<file path="config.mk">
export PLATFORM = sky130hd
export DESIGN_NAME = aae_ctrl
export DESIGN_NICKNAME = d
export VERILOG_FILES = /design/src/rtl/core/adaptive_arithmetic_encoder_core_macros.svh /design/src/rtl/core/aae_pkg.sv /design/src/rtl/core/aae_ctrl.sv
export SDC_FILE = /design/constraint.sdc
export NUM_CORES = 1
export LEC_CHECK = 0
export ABC_AREA = 0
export BUFFER_PORTS_ARGS = -buffer_cell sky130_fd_sc_hd__clkbuf_2
export CAP_MARGIN = 20
export CORE_MARGIN = 1
export CORE_UTILIZATION = 39
export DETAILED_ROUTE_END_ITERATION = 16
export PLACE_DENSITY = 0.81
export SYNTH_ARGS = -nofsm -noshare
export SYNTH_HDL_FRONTEND = slang
export SYNTH_SLANG_ARGS = --single-unit
export TNS_END_PERCENT = 50
</file>
<file path="constraint.sdc">
create_clock -name clk -period 1.6 [get_ports clk]
set_input_delay 0.32 -clock clk [delete_from_list [all_inputs] [get_ports clk]]
set_output_delay 0.32 -clock clk [all_outputs]
set_load 0.05 [all_outputs]
</file>
<file path="src/rtl/core/adaptive_arithmetic_encoder_core_macros.svh">
// Assertion macros shared by the encoder core
`ifndef ADAPTIVE_ARITHMETIC_ENCODER_CORE_MACROS_SVH
`define ADAPTIVE_ARITHMETIC_ENCODER_CORE_MACROS_SVH

// Condition must never hold while out of reset
`define AAE_ASSERT_NEVER(lbl, cond, msg) \
	lbl: assert property (@(posedge clk) disable iff (!arst_n) !(cond)) else $error(msg);

// Antecedent implies consequent on the following cycle
`define AAE_ASSERT_NEXT(lbl, ante, cons, msg) \
	lbl: assert property (@(posedge clk) disable iff (!arst_n) (ante) |=> (cons)) else $error(msg);

`endif

</file>
<file path="src/rtl/core/aae_pkg.sv">
// Shared types and constants for the adaptive arithmetic encoder
`timescale 1ns / 1ps
package aae_pkg;

	localparam int RANGE_BITS = 40;
	localparam int CNT_W      = 25;
	localparam int PEND_W     = 32;
	localparam int PROD_W     = 65;
	localparam int QUO_W      = RANGE_BITS + 1;

	localparam logic [CNT_W-1:0] TOTAL_RESET = CNT_W'(256);
	localparam logic [CNT_W-1:0] LIMIT_MAX   = CNT_W'(1) << 24;
	localparam logic [CNT_W-1:0] LIMIT_MIN   = CNT_W'(256);

	// opcodes
	localparam logic OP_ENCODE = 1'b0;
	localparam logic OP_FLUSH  = 1'b1;

	// configuration register indexes
	localparam logic CFG_INCREMENT = 1'b0;
	localparam logic CFG_LIMIT     = 1'b1;

	typedef struct packed {
		logic       opcode;
		logic [7:0] symbol;
	} aae_in_t;

	typedef struct packed {
		logic              out_bit;
		logic [PEND_W-1:0] follow_count;
		logic              last;
	} aae_out_t;

	// controller to datapath
	typedef struct packed {
		logic load;
		logic walk_start;
		logic walk_step;
		logic mul0;
		logic mul1;
		logic div_start;
		logic div_step;
		logic sel_b;
		logic save_qa;
		logic narrow;
		logic rn_step;
		logic rn_final;
		logic adapt;
		logic halve_start;
		logic halve_step;
		logic flush;
	} aae_cmd_t;

	// datapath to controller
	typedef struct packed {
		logic walk_last;
		logic div_last;
		logic rn_emit;
		logic rn_stop;
		logic hold_valid;
		logic out_free;
		logic over_limit;
		logic halve_last;
	} aae_stat_t;

endpackage

</file>
<file path="src/rtl/core/aae_ctrl.sv">
// Sequencing state machine for the encoder
`timescale 1ns / 1ps
module aae_ctrl (
	input  logic                clk,
	input  logic                arst_n,
	input  logic                in_valid,
	input  logic                opcode,
	input  aae_pkg::aae_stat_t  st,
	output aae_pkg::aae_cmd_t   cmd,
	output logic                in_stall
);
	import aae_pkg::*;

	localparam logic [3:0] ST_IDLE   = 4'd0;
	localparam logic [3:0] ST_WALK   = 4'd1;
	localparam logic [3:0] ST_WDRAIN = 4'd2;
	localparam logic [3:0] ST_MUL0   = 4'd3;
	localparam logic [3:0] ST_MUL1   = 4'd4;
	localparam logic [3:0] ST_DIV    = 4'd5;
	localparam logic [3:0] ST_QSAVE  = 4'd6;
	localparam logic [3:0] ST_RENORM = 4'd7;
	localparam logic [3:0] ST_ADAPT  = 4'd8;
	localparam logic [3:0] ST_HCHK   = 4'd9;
	localparam logic [3:0] ST_HALVE  = 4'd10;
	localparam logic [3:0] ST_HDRAIN = 4'd11;
	localparam logic [3:0] ST_FLUSH  = 4'd12;

	logic [3:0] state_q, state_n;
	logic       phase_b_q, phase_b_n;

	// next state and commands
	always_comb begin
		cmd       = '0;
		state_n   = state_q;
		phase_b_n = phase_b_q;
		cmd.sel_b = phase_b_q;
		unique case (state_q)
			ST_IDLE: begin
				phase_b_n = 1'b0;
				if (in_valid) begin
					cmd.load       = 1'b1;
					cmd.walk_start = 1'b1;
					state_n = (opcode == OP_FLUSH) ? ST_FLUSH : ST_WALK;
				end
			end
			ST_WALK: begin
				cmd.walk_step = 1'b1;
				if (st.walk_last)
					state_n = ST_WDRAIN;
			end
			ST_WDRAIN: state_n = ST_MUL0;
			ST_MUL0: begin
				cmd.mul0      = 1'b1;
				cmd.div_start = 1'b1;
				state_n = ST_MUL1;
			end
			ST_MUL1: begin
				cmd.mul1 = 1'b1;
				state_n = ST_DIV;
			end
			ST_DIV: begin
				cmd.div_step = 1'b1;
				if (st.div_last)
					state_n = ST_QSAVE;
			end
			ST_QSAVE: begin
				if (!phase_b_q) begin
					cmd.save_qa = 1'b1;
					phase_b_n = 1'b1;
					state_n = ST_MUL0;
				end else begin
					cmd.narrow = 1'b1;
					state_n = ST_RENORM;
				end
			end
			ST_RENORM: begin
				if (st.rn_stop) begin
					if (!st.hold_valid) begin
						state_n = ST_ADAPT;
					end else if (st.out_free) begin
						cmd.rn_final = 1'b1;
						state_n = ST_ADAPT;
					end
				end else if (!(st.rn_emit && st.hold_valid && !st.out_free)) begin
					cmd.rn_step = 1'b1;
				end
			end
			ST_ADAPT: begin
				cmd.adapt = 1'b1;
				state_n = ST_HCHK;
			end
			ST_HCHK: begin
				if (st.over_limit) begin
					cmd.halve_start = 1'b1;
					state_n = ST_HALVE;
				end else begin
					state_n = ST_IDLE;
				end
			end
			ST_HALVE: begin
				cmd.halve_step = 1'b1;
				if (st.halve_last)
					state_n = ST_HDRAIN;
			end
			ST_HDRAIN: state_n = ST_HCHK;
			ST_FLUSH: begin
				if (st.out_free) begin
					cmd.flush = 1'b1;
					state_n = ST_IDLE;
				end
			end
			default: state_n = ST_IDLE;
		endcase
	end

	// state registers
	always_ff @(posedge clk or negedge arst_n) begin
		if (!arst_n) begin
			state_q   <= ST_IDLE;
			phase_b_q <= 1'b0;
		end else begin
			state_q   <= state_n;
			phase_b_q <= phase_b_n;
		end
	end

	assign in_stall = (state_q != ST_IDLE);

endmodule

</file>
## Yosys cells after proc, flatten, opt, wreduce, memory -nomap -nowiden

Cells that the tools add are included.

- Input bits: 12
- Register bits: 5
- Logic and storage cells: 62

- Muxes and demuxes: 33
- Reduce and logical (&&, ||, !) cells: 8
- Eq/ne operators: 19

Operators with widths:

| operator | number |
|---|---|
| 4-bit one-hot mux with 12 select lines | 1 |
| 4-bit 2-to-1 mux | 10 |
| 4-bit == test (second input constant) | 5 |
| 4-bit by 3-bit == test with 1-bit output (second input constant) | 4 |
| 1-bit 2-to-1 mux | 16 |
| 2-bit inequality test (second input constant) | 6 |
| 4-bit by 2-bit == test with 1-bit output (second input constant) | 2 |
| 2-bit 2-to-1 mux | 4 |
| 7-bit AND reduction | 1 |
| 4-bit by 1-bit == test with 1-bit output (second input constant) | 1 |
| 4-bit zero test | 1 |
| 4-bit nonzero test | 1 |
| 3-bit 2-to-1 mux | 1 |
| 3-bit inequality test (second input constant) | 1 |
| 1-bit logical AND | 2 |
| 1-bit one-hot mux with 2 select lines | 1 |
| 2-bit nonzero test | 1 |
| 2-bit OR reduction | 1 |
| 1-bit zero test | 1 |

## Longest topological paths before layout

Gate-level depths: netlist of run 1.

- Word-level depth: 5
- Depth in mapped cells: 6
- Mapped depth without buffers: 5

## Least setup slack after synthesis of run 1

Ideal clock, no wire load.

- Path kind: register to output
- Start: register state_q[3]
- End: output cmd[0] in the netlist's numbering
- Stages on the path, launching flop included: 4
- Arrival time: 2,238 ps
- Path slack: -958 ps
- Buffers on the path: 1
- Path through: dfrtp_1 -> clkbuf_1 -> nand2_1 -> nor4_1

RTL lines:

| element | line | text |
|---|---|---|
| start, declared | aae_ctrl.sv:28 | `logic [3:0] state_q, state_n;` |
| start signal, assigned | aae_ctrl.sv:122 | `state_q <= state_n;` |
| end, declared | aae_ctrl.sv:9 | `output aae_pkg::aae_cmd_t cmd,` |

## Worst setup path in the final report of run 1

- Start: register state_q[0]
- End: register state_q[0]

- Longest elaborated chain between the ends: 3
- Elaborated cells between the ends (all ways): 23
- Classes of those cells: eq/ne (19); mux (1); reduce/logical (3)

RTL lines:

| element | line | text |
|---|---|---|
| 4-bit == test (tied with other cells) | aae_ctrl.sv:37 | `unique case (state_q)` |
| 2-bit OR reduction (no line) (tied with other cells) | - |  |
| 4-bit one-hot mux with 12 select lines or 7-bit AND reduction (tied branches) | - |  |

Several ways; a longest one is shown, not always the timed one.
A chain may end at the register's enable or synchronous reset.

==> impl_metrics.tcl, run 1 <==
set metrics [dict create \
    synth_compound_area_frac 0.188 \
    multi_input_area_um2 504 \
    dp.cells 133 \
    antenna_left 0 \
    timing.fmax_mhz 542 \
    place.gp.congestion 0.844 \
    clkTransAtPathRegs_ns 0.05 \
    r2r_start "state_q[0]" \
    root_buffer "clkbuf_4" \
    synth-xor-area-share 0 \
    drt_iter0_markers 44 \
    start_util 0.433 \
    critPathKind "flip-flop to flip-flop" \
    grtUsageTotal 0.308 \
    worst-path-stages 6 \
    cts_buffers 3 \
    ys_types 30 \
    worstPathCellList "or3b_1 > a211oi_2 > nor4_4 > buf_4 > a21oi_1 > o211a_1" \
    final_cell_mix "buf_4, clkbuf_2, buf_8, clkbuf_8, clkbuf_4" \
    drive_gt1_frac 0.628 \
    swShare 0.519 \
    setup_viol 20 \
    overflow 0 \
    fin_nets 142 \
    synth.net_count 90 \
    reg2regPathDepth 6 \
    via_per_inst 5.85 \
    clkSinkCount 5 \
    setup.worst_path.end "state_q[0]" \
    r2r_slack_ns -0.24 \
    end_kind "flip-flop" \
    finalCritPeriodShare 1.15 \
    r2r-end "state_q[0]" \
    routed_wl_um 2580 \
    p_sw_mw 1.26 \
    synth_top_family_by_area "simple AND/OR/NAND/NOR gates" \
    area_growth_pct 109 \
    die-area_um2 1640 \
    ys_warn_count 0 \
    grt_max_degree 13 \
    critical_path_arrival_ns 2.02 \
    hp-class "input pin to flip-flop" \
    crit_slowest_cell "dfrtp_2" \
    final_cells 144 \
    synthAdderAreaFrac 0 \
    antennaDiodeCount 0 \
    synthTopCellsByArea "dfrtp_1, nor3_1, nor2_1" \
    clock_latency_ns 0.25 \
    avgSynthCellArea_um2 7.41 \
    routedWlPerCell_um 17.9 \
    antenna_found_initial 0 \
    grt_pass1_wl_um 3120 \
    powerDensity_nw_per_um2 2010 \
    crit_fanout 8 \
    utilization 0.904 \
    holdPathStages 3 \
    grt_pass1_vias 714 \
    dr.pass1.iters 4 \
    vdd_drop_max_mv 1.27 \
    ys_ff_latch 5 \
    total_power_mw 2.43 \
    die_w_um 40.5 \
    design.portCount 29 \
    layout_commonest_cell "buf_4" \
    cts.htree.levels 1 \
    maxSlewViolCount 0 \
    period_needed_ns 1.84 \
    n_fill_cell 59 \
    leakage_nw 0.545 \
    yosysSeqAreaShare 0.216 \
    violations "setup timing" \
    tightestPinTransition_ns 0.437 \
    rsz0062_at_grt "true" \
    vias 843 \
    synth_cells 78 \
    synthesis.area_um2 578 \
    finalHoldViolations 0 \
    synth_mux_area_frac 0.0346 \
    yosys.area_share.simple 0.444 \
    startpoint "state_q[0]" \
    crit_required_ns 1.78 \
    synth_area_leader_cell "dfrtp_1" \
    path_buf_inv 1 \
    pwr-share-comb 0.804 \
    synth_top_area_share 0.216 \
    slew_headroom 0.706 \
    std_cell_rows 13 \
    finClkSkew_ns 0.00895 \
    critPathMaxStageDelay_ns 0.46 \
    pwr-share-clk 0.063 \
    dieHeight_um 40.5 \
    clk_path_buf_depth 2 \
    crit_family "compound AO/OA/AOI/OAI gates" \
    hpwl_um 1550 \
    drc 0 \
    power.internal_mw 1.17 \
    cts_tree "done" \
    cap_violations 0 \
    port_buffers 28 \
    coreArea_um2 1330 \
    setup_ws_ns -0.244 \
    start_kind "flip-flop" \
    seq_area_um2 129 \
    pwr-share-seq 0.133 \
    status "finished, violations left" \
]
worst register-to-register path, cell delays in order (launching register included):
cell and delay [ns]:
dfrtp_2 0.46, or3b_1 0.41, a211oi_2 0.29, nor4_4 0.12, buf_4 0.17, a21oi_1 0.16
o211a_1 0.17
sequential cells by signal, summed over array words and instances (netlist names):
signal,cells
phase_b_q,1
state_q,4
cell type report:
| class | instances | share of cell area |
|---|---|---|
| Timing Repair Buffer | 55 | 0.422 |
| Inverter | 5 | 0.0156 |
| Multi-Input combinational cell | 60 | 0.418 |
| Sequential cell | 5 | 0.107 |
| Clock buffer | 4 | 0.0218 |
| Tap cell | 15 | 0.0156 |
worst min path at each step:
stage / start / to / slack (ns)
5_1_grt: arst_n / state_q[3] / 0.44
6_report: st[1] / state_q[1] / 0.42
3_5_place_dp: arst_n / phase_b_q / 0.14
3_3_place_gp: arst_n / phase_b_q / 0.14
2_1_floorplan: arst_n / phase_b_q / 0.02
4_1_cts: st[1] / state_q[1] / 0.40
per-layer routing:
metal,vias to the layer above,part of all wire,routed length (um),track usage
met3,19,0.092,238,0.0333
met1,377,0.34,882,0.321
met2,66,0.50,1290,0.567
met5,-,0,0,0
met4,0,0.065,168,0.208
li1,381,-,-,-
cell usage after synthesis:
master,n
a2bb2oi_1,1
a21oi_1,3
nand3_1,3
a211oi_2,1
nand2b_1,4
o21a_1,1
o211ai_1,2
o211a_1,1
and3_4,1
o21ai_0,5
clkbuf_1,4
nor2_1,7
nor4_2,1
nor4_4,1
buf_6,1
mux2i_1,2
nand4b_1,1
dfrtp_1,5
or3b_1,2
a311oi_1,1
nand2_1,5
o22ai_1,1
nor3b_1,2
nor2b_1,3
and3_1,2
inv_1,5
buf_4,3
nor3_1,8
nor4_1,1
nand3b_1,1
what timing repair did:
action                                  4_1_cts  5_1_grt
gates resized for setup                      39       12
endpoints found under the setup margin       20       20
setup buffers                                 0        6
hold buffers                                  1        0
pin swaps                                     6        4
hold endpoints to repair                      5        0
kinds of logic after synthesis:
group	after synthesis
and+or+nand+nor	42
AOI/OAI and AO/OA	16
buffers and inverters	13
DFF	5
muxes	2
power by group through the flow:
| stage | clock, mW | sequential, mW | combinational (mW) |
|---|---|---|---|
| 6_report | 0.153 | 0.323 | 1.95 |
| 4_1_cts | 0.154 | 0.306 | 1.75 |
| 5_1_grt | 0.163 | 0.328 | 2.05 |
| 2_1_floorplan | 0 | 0.247 | 1.14 |
| 3_3_place_gp | 0 | 0.275 | 1.52 |
| 3_5_place_dp | 0 | 0.285 | 1.56 |
per-stage QoR:
stage | instance area (um^2) | setup slack [ns] | hold slack [ns] | TNS [ns]
finish | 1210 | -0.244 | 0.417 | -3.11
global route | 1210 | -0.305 | 0.437 | -4.07
CTS | 1140 | -0.242 | 0.402 | -2.41
detailed placement | 946 | -0.197 | 0.142 | -0.625
global placement | 946 | -0.0874 | 0.143 | -0.105
floorplan | 686 | -0.0873 | 0.0244 | -0.687
No activity file was read; power rests on OpenSTA's default activity.
==> run 2: changes to the inputs <==
--- a/config.mk
+++ b/config.mk
@@ -8,10 +8,10 @@
 export ABC_AREA = 0
 export BUFFER_PORTS_ARGS = -buffer_cell sky130_fd_sc_hd__clkbuf_2
 export CAP_MARGIN = 20
-export CORE_MARGIN = 1
-export CORE_UTILIZATION = 39
+export CORE_MARGIN = 2
+export CORE_UTILIZATION = 44
 export DETAILED_ROUTE_END_ITERATION = 16
-export PLACE_DENSITY = 0.81
+export PLACE_DENSITY = 0.85
 export SYNTH_ARGS = -nofsm -noshare
 export SYNTH_HDL_FRONTEND = slang
 export SYNTH_SLANG_ARGS = --single-unit
==> constraint.sdc (replaced) <==
create_clock -name clk -period 1.9 [get_ports clk]
set_input_delay 0.38 -clock clk [delete_from_list [all_inputs] [get_ports clk]]
set_output_delay 0.38 -clock clk [all_outputs]
set_load 0.05 [all_outputs]
==> impl_metrics.tcl, run 2 (synthesized netlist as in run 1, its figures left out) <==
set metrics [dict create \
    clock_latency_ns 0.26 \
    powerDensity_nw_per_um2 1740 \
    top_register "state_q" \
    place.gp.congestion 0.885 \
    pwr-share-clk 0.089 \
    critPathMaxStageDelay_ns 0.45 \
    start_util 0.456 \
    crit_required_ns 1.52 \
    slew_headroom 0.705 \
    setup_viol 0 \
    antennaDiodeCount 0 \
    p_sw_mw 0.846 \
    grt_pass1_vias 641 \
    drive_gt1_frac 0.477 \
    critPathKind "flip-flop to output pin" \
    start_kind "flip-flop" \
    pwr-share-comb 0.737 \
    finalHoldViolations 0 \
    largestRegisters "state_q (4), phase_b_q (1)" \
    routed_wl_um 1680 \
    end_kind "output pin" \
    routedWlPerCell_um 13.6 \
    postPlaceCellArea_um2 754 \
    final_cells 124 \
    grt_max_degree 13 \
    cap_violations 0 \
    crit_family "flip-flops" \
    grt_pass1_wl_um 2550 \
    path_buf_inv 1 \
    antenna_found_initial 0 \
    fin_setup_tns_ns 0 \
    tightestPinTransition_ns 0.439 \
    period_needed_ns 1.86 \
    setup_ws_ns 0.0421 \
    area_growth_pct 49.4 \
    design.portCount 29 \
    port_buffers 28 \
    crit_slowest_cell "dfrtp_2" \
    swShare 0.564 \
    cts.htree.levels 1 \
    final_cell_mix "clkbuf_2, buf_4, nor2_1" \
    finClkSkew_ns 0.00262 \
    worstPathCellList "nand4b_1 > a311oi_2 > clkbuf_8" \
    grtUsageTotal 0.248 \
    hp-class "input pin to asynchronous set/reset pin" \
    dieHeight_um 40.2 \
    cts_tree "done" \
    critical_path_arrival_ns 1.48 \
    dr.pass1.iters 4 \
    maxSlewViolCount 0 \
    drc 0 \
    pwr-share-seq 0.174 \
    cts_buffers 3 \
    die_w_um 40.2 \
    multi_input_area_um2 434 \
    largest_reg_flops 4 \
    fin_nets 122 \
    dp.cells 118 \
    clkSinkCount 5 \
    root_buffer "clkbuf_4" \
    power.internal_mw 0.653 \
    die-area_um2 1620 \
    via_per_inst 5.64 \
    timing.fmax_mhz 538 \
    std_cell_rows 13 \
    pre_cts_slack_ns 0.112 \
    crit_fanout 10 \
    leakage_nw 0.401 \
    status "finished, final reports clean" \
    layout_commonest_cell "clkbuf_2" \
    hpwl_um 1260 \
    n_fill_cell 116 \
    clkTransAtPathRegs_ns 0.05 \
    clk_path_buf_depth 2 \
    utilization 0.680 \
    finalCritPeriodShare 0.978 \
    vdd_drop_max_mv 0.891 \
    antenna_left 0 \
    coreArea_um2 1270 \
    vias 699 \
    design_area_um2 863 \
    rsz0062_at_grt "true" \
    drt_iter0_markers 13 \
    seq_area_um2 129 \
    overflow 0 \
]
run 2: worst reg2reg max path: cells and delay by family (launching register included):
kind / cells / cell delay, ns
DFF: 1 / 0.45
and+or+nand+nor: 3 / 0.78
AOI/OAI and AO/OA: 1 / 0.32
muxes: 1 / 0.15
run 2: timing repair:
action / 4_1_cts / 5_1_grt
buffers inserted: 0 / 1
endpoints found under the hold margin: 5 / 0
endpoints found under the setup margin: 10 / 10
gates resized for setup: 12 / 15
pin swaps: 1 / 1
hold buffers: 1 / 0
run 2: final cells by class:
cell class | instances | share of cell area
clock buffers | 4 | 0.0304
well taps | 15 | 0.0217
multi-input cells | 60 | 0.503
flip-flops and latches | 5 | 0.149
repair buffers | 35 | 0.274
inverters | 5 | 0.0217
run 2: path summary, 6_finish.rpt:
check,startpoint,to,slack (ns),cells after the start
worst max-delay path,state_q[3],cmd[5],0.04,3
worst min-delay path,arst_n,state_q[3],0.48,2
worst max register to register,state_q[3],state_q[1],0.10,5
worst min register to register,state_q[3],state_q[3],0.60,1
max in group asynchronous,arst_n,state_q[0],1.27,2
min in group clk,st[1],state_q[1],0.48,3
run 2: layer usage:
metal  part of all wire  global-route usage  vias to the layer above
met5                  0                   0                        -
met4              0.024               0.150                        0
met3              0.062              0.0333                        5
met2               0.52               0.488                       32
met1               0.39               0.238                      325
li1                   -                   -                      337
run 2: power by group through the flow:
stage	Clock, mW	Combinational (mW)	Sequential, mW
2_1_floorplan	0	0.866	0.206
3_3_place_gp	0	1.00	0.246
3_5_place_dp	0	1.02	0.250
6_report	0.133	1.11	0.261
5_1_grt	0.134	1.19	0.277
4_1_cts	0.133	1.06	0.253
run 2: per-stage QoR:
stage	total power [mW]	hold slack (ns)
after floorplan	1.07	0.0844
after CTS	1.44	0.475
after detailed placement	1.27	0.206
final	1.50	0.475
after global placement	1.25	0.203
after global routing	1.60	0.506
==> run 3: changes to the inputs <==
--- a/config.mk
+++ b/config.mk
@@ -11,7 +11,9 @@
 export CORE_MARGIN = 2
 export CORE_UTILIZATION = 44
 export DETAILED_ROUTE_END_ITERATION = 16
+export GPL_TIMING_DRIVEN = 0
 export PLACE_DENSITY = 0.85
+export SETUP_SLACK_MARGIN = 0.02
 export SYNTH_ARGS = -nofsm -noshare
 export SYNTH_HDL_FRONTEND = slang
 export SYNTH_SLANG_ARGS = --single-unit
==> impl_metrics.tcl, run 3 (synthesized netlist as in run 1, its figures left out) <==
set metrics [dict create \
    die-area_um2 1620 \
    dr.pass1.iters 4 \
    clk_path_buf_depth 2 \
    powerDensity_nw_per_um2 1740 \
    root_buffer "clkbuf_4" \
    std_cell_rows 13 \
    cap_violations 0 \
    design.portCount 29 \
    grt_max_degree 11 \
    period_needed_ns 1.85 \
    fin_nets 125 \
    top_register "state_q" \
    drc 0 \
    cts_tree "done" \
    timing.fmax_mhz 541 \
    start_kind "flip-flop" \
    vias 691 \
    drive_gt1_frac 0.455 \
    overflow 0 \
    antenna_found_initial 0 \
    layout_commonest_cell "clkbuf_2" \
    cts.htree.levels 1 \
    routedWlPerCell_um 12.4 \
    postPlaceCellArea_um2 766 \
    clkTransAtPathRegs_ns 0.05 \
    crit_fanout 10 \
    r2r_start "state_q[0]" \
    cts_buffers 3 \
    end_kind "output pin" \
    die_w_um 40.2 \
    final_cell_mix "clkbuf_2, buf_4, nor2_1, nor3_1" \
    critPathMaxStageDelay_ns 0.37 \
    largest_reg_flops 4 \
    setup_viol 0 \
    status "finished, final reports clean" \
    drt_iter0_markers 9 \
    dieHeight_um 40.2 \
    finalHoldViolations 0 \
    area_growth_pct 51.1 \
    utilization 0.688 \
    hp-class "input pin to asynchronous set/reset pin" \
    routed_wl_um 1570 \
    crit_required_ns 1.52 \
    via_per_inst 5.44 \
    coreArea_um2 1270 \
    n_fill_cell 110 \
    design_area_um2 873 \
    largestRegisters "state_q (4), phase_b_q (1)" \
    r2r_slack_ns 0.08 \
    start_util 0.456 \
    grt_pass1_wl_um 2270 \
    antenna_left 0 \
    tightestPinTransition_ns 0.463 \
    setup_ws_ns 0.0507 \
    clkSinkCount 5 \
    grt_pass1_vias 564 \
    r2r-end "state_q[1]" \
    place.gp.congestion 0.897 \
    vdd_drop_max_mv 1.09 \
    maxSlewViolCount 0 \
    critical_path_arrival_ns 1.47 \
    finalCritPeriodShare 0.973 \
    reg2regPathDepth 6 \
    slew_headroom 0.689 \
    worstPathCellList "buf_6 > clkbuf_8 > nor2_4 > and3_4 > buf_4 > buf_8" \
    pre_cts_slack_ns -0.0000446 \
    grtUsageTotal 0.222 \
    final_cells 127 \
    finClkSkew_ns 0.0108 \
    antennaDiodeCount 0 \
    crit_slowest_cell "dfrtp_1" \
    critPathKind "flip-flop to output pin" \
    rsz0062_at_grt "true" \
    clock_latency_ns 0.26 \
    dp.cells 121 \
    port_buffers 28 \
    leakage_nw 0.409 \
    hpwl_um 1180 \
]
run 3: cell count changes in the layout (fill, tap and decap cells not counted), sizes merged:
cell	before	now
clkbuf	25	30
buf	13	11
run 3: worst max-delay path by stage:
stage               startpoint    endpoint  slack (ns)
finish              state_q[0]     cmd[15]        0.05
global route        state_q[0]  state_q[1]      -0.008
CTS                 state_q[1]     cmd[15]       0.002
detailed placement  state_q[0]     cmd[15]    -0.00004
global placement    state_q[0]     cmd[15]       0.009
floorplan           state_q[0]     cmd[11]       -0.27
run 3: stage by stage:
stage	hold WS (ns)	setup TNS (ns)	power (mW)
floorplan	0.0844	-1.28	1.07
global placement	0.195	0	1.26
detailed placement	0.197	-0.0000446	1.28
CTS	0.466	0	1.49
global route	0.503	-0.0130	1.62
finish	0.470	0	1.52
run 3: critical path, delay by kind of cell (launching register included):
kind | cells | cell delay (ns)
buf+inv | 4 | 0.54
flops | 1 | 0.37
simple gates | 2 | 0.30
run 3: repair_timing:
action,4_1_cts,5_1_grt
pin swaps,1,1
hold buffers,1,0
setup buffers,0,1
gates resized for setup,18,8
hold endpoints to repair,5,0
setup endpoints to repair,12,8
run 3: layout make-up:
type                       count  area, um^2  share of cell area
tap                           15        18.8              0.0215
multi-input combinational     60         427               0.489
buffer                         8        70.1              0.0802
clock buffer                   4        26.3              0.0301
timing repair buffer          30         186               0.213
sequential                     5         126               0.145
inverter                       5        18.8              0.0215
run 3: layer usage:
layer / GRT usage / part of all wire / up-vias
li1: - / - / 348
met1: 0.252 / 0.42 / 306
met2: 0.351 / 0.47 / 31
met3: 0.0778 / 0.074 / 6
met4: 0.142 / 0.033 / 0
met5: 0 / 0 / -
run 3: power by group:
part	internal, mW	total, mW	switching [mW]
Clock	0.0799	0.131	0.0509
Combinational	0.435	1.16	0.727
Sequential	0.162	0.225	0.0627
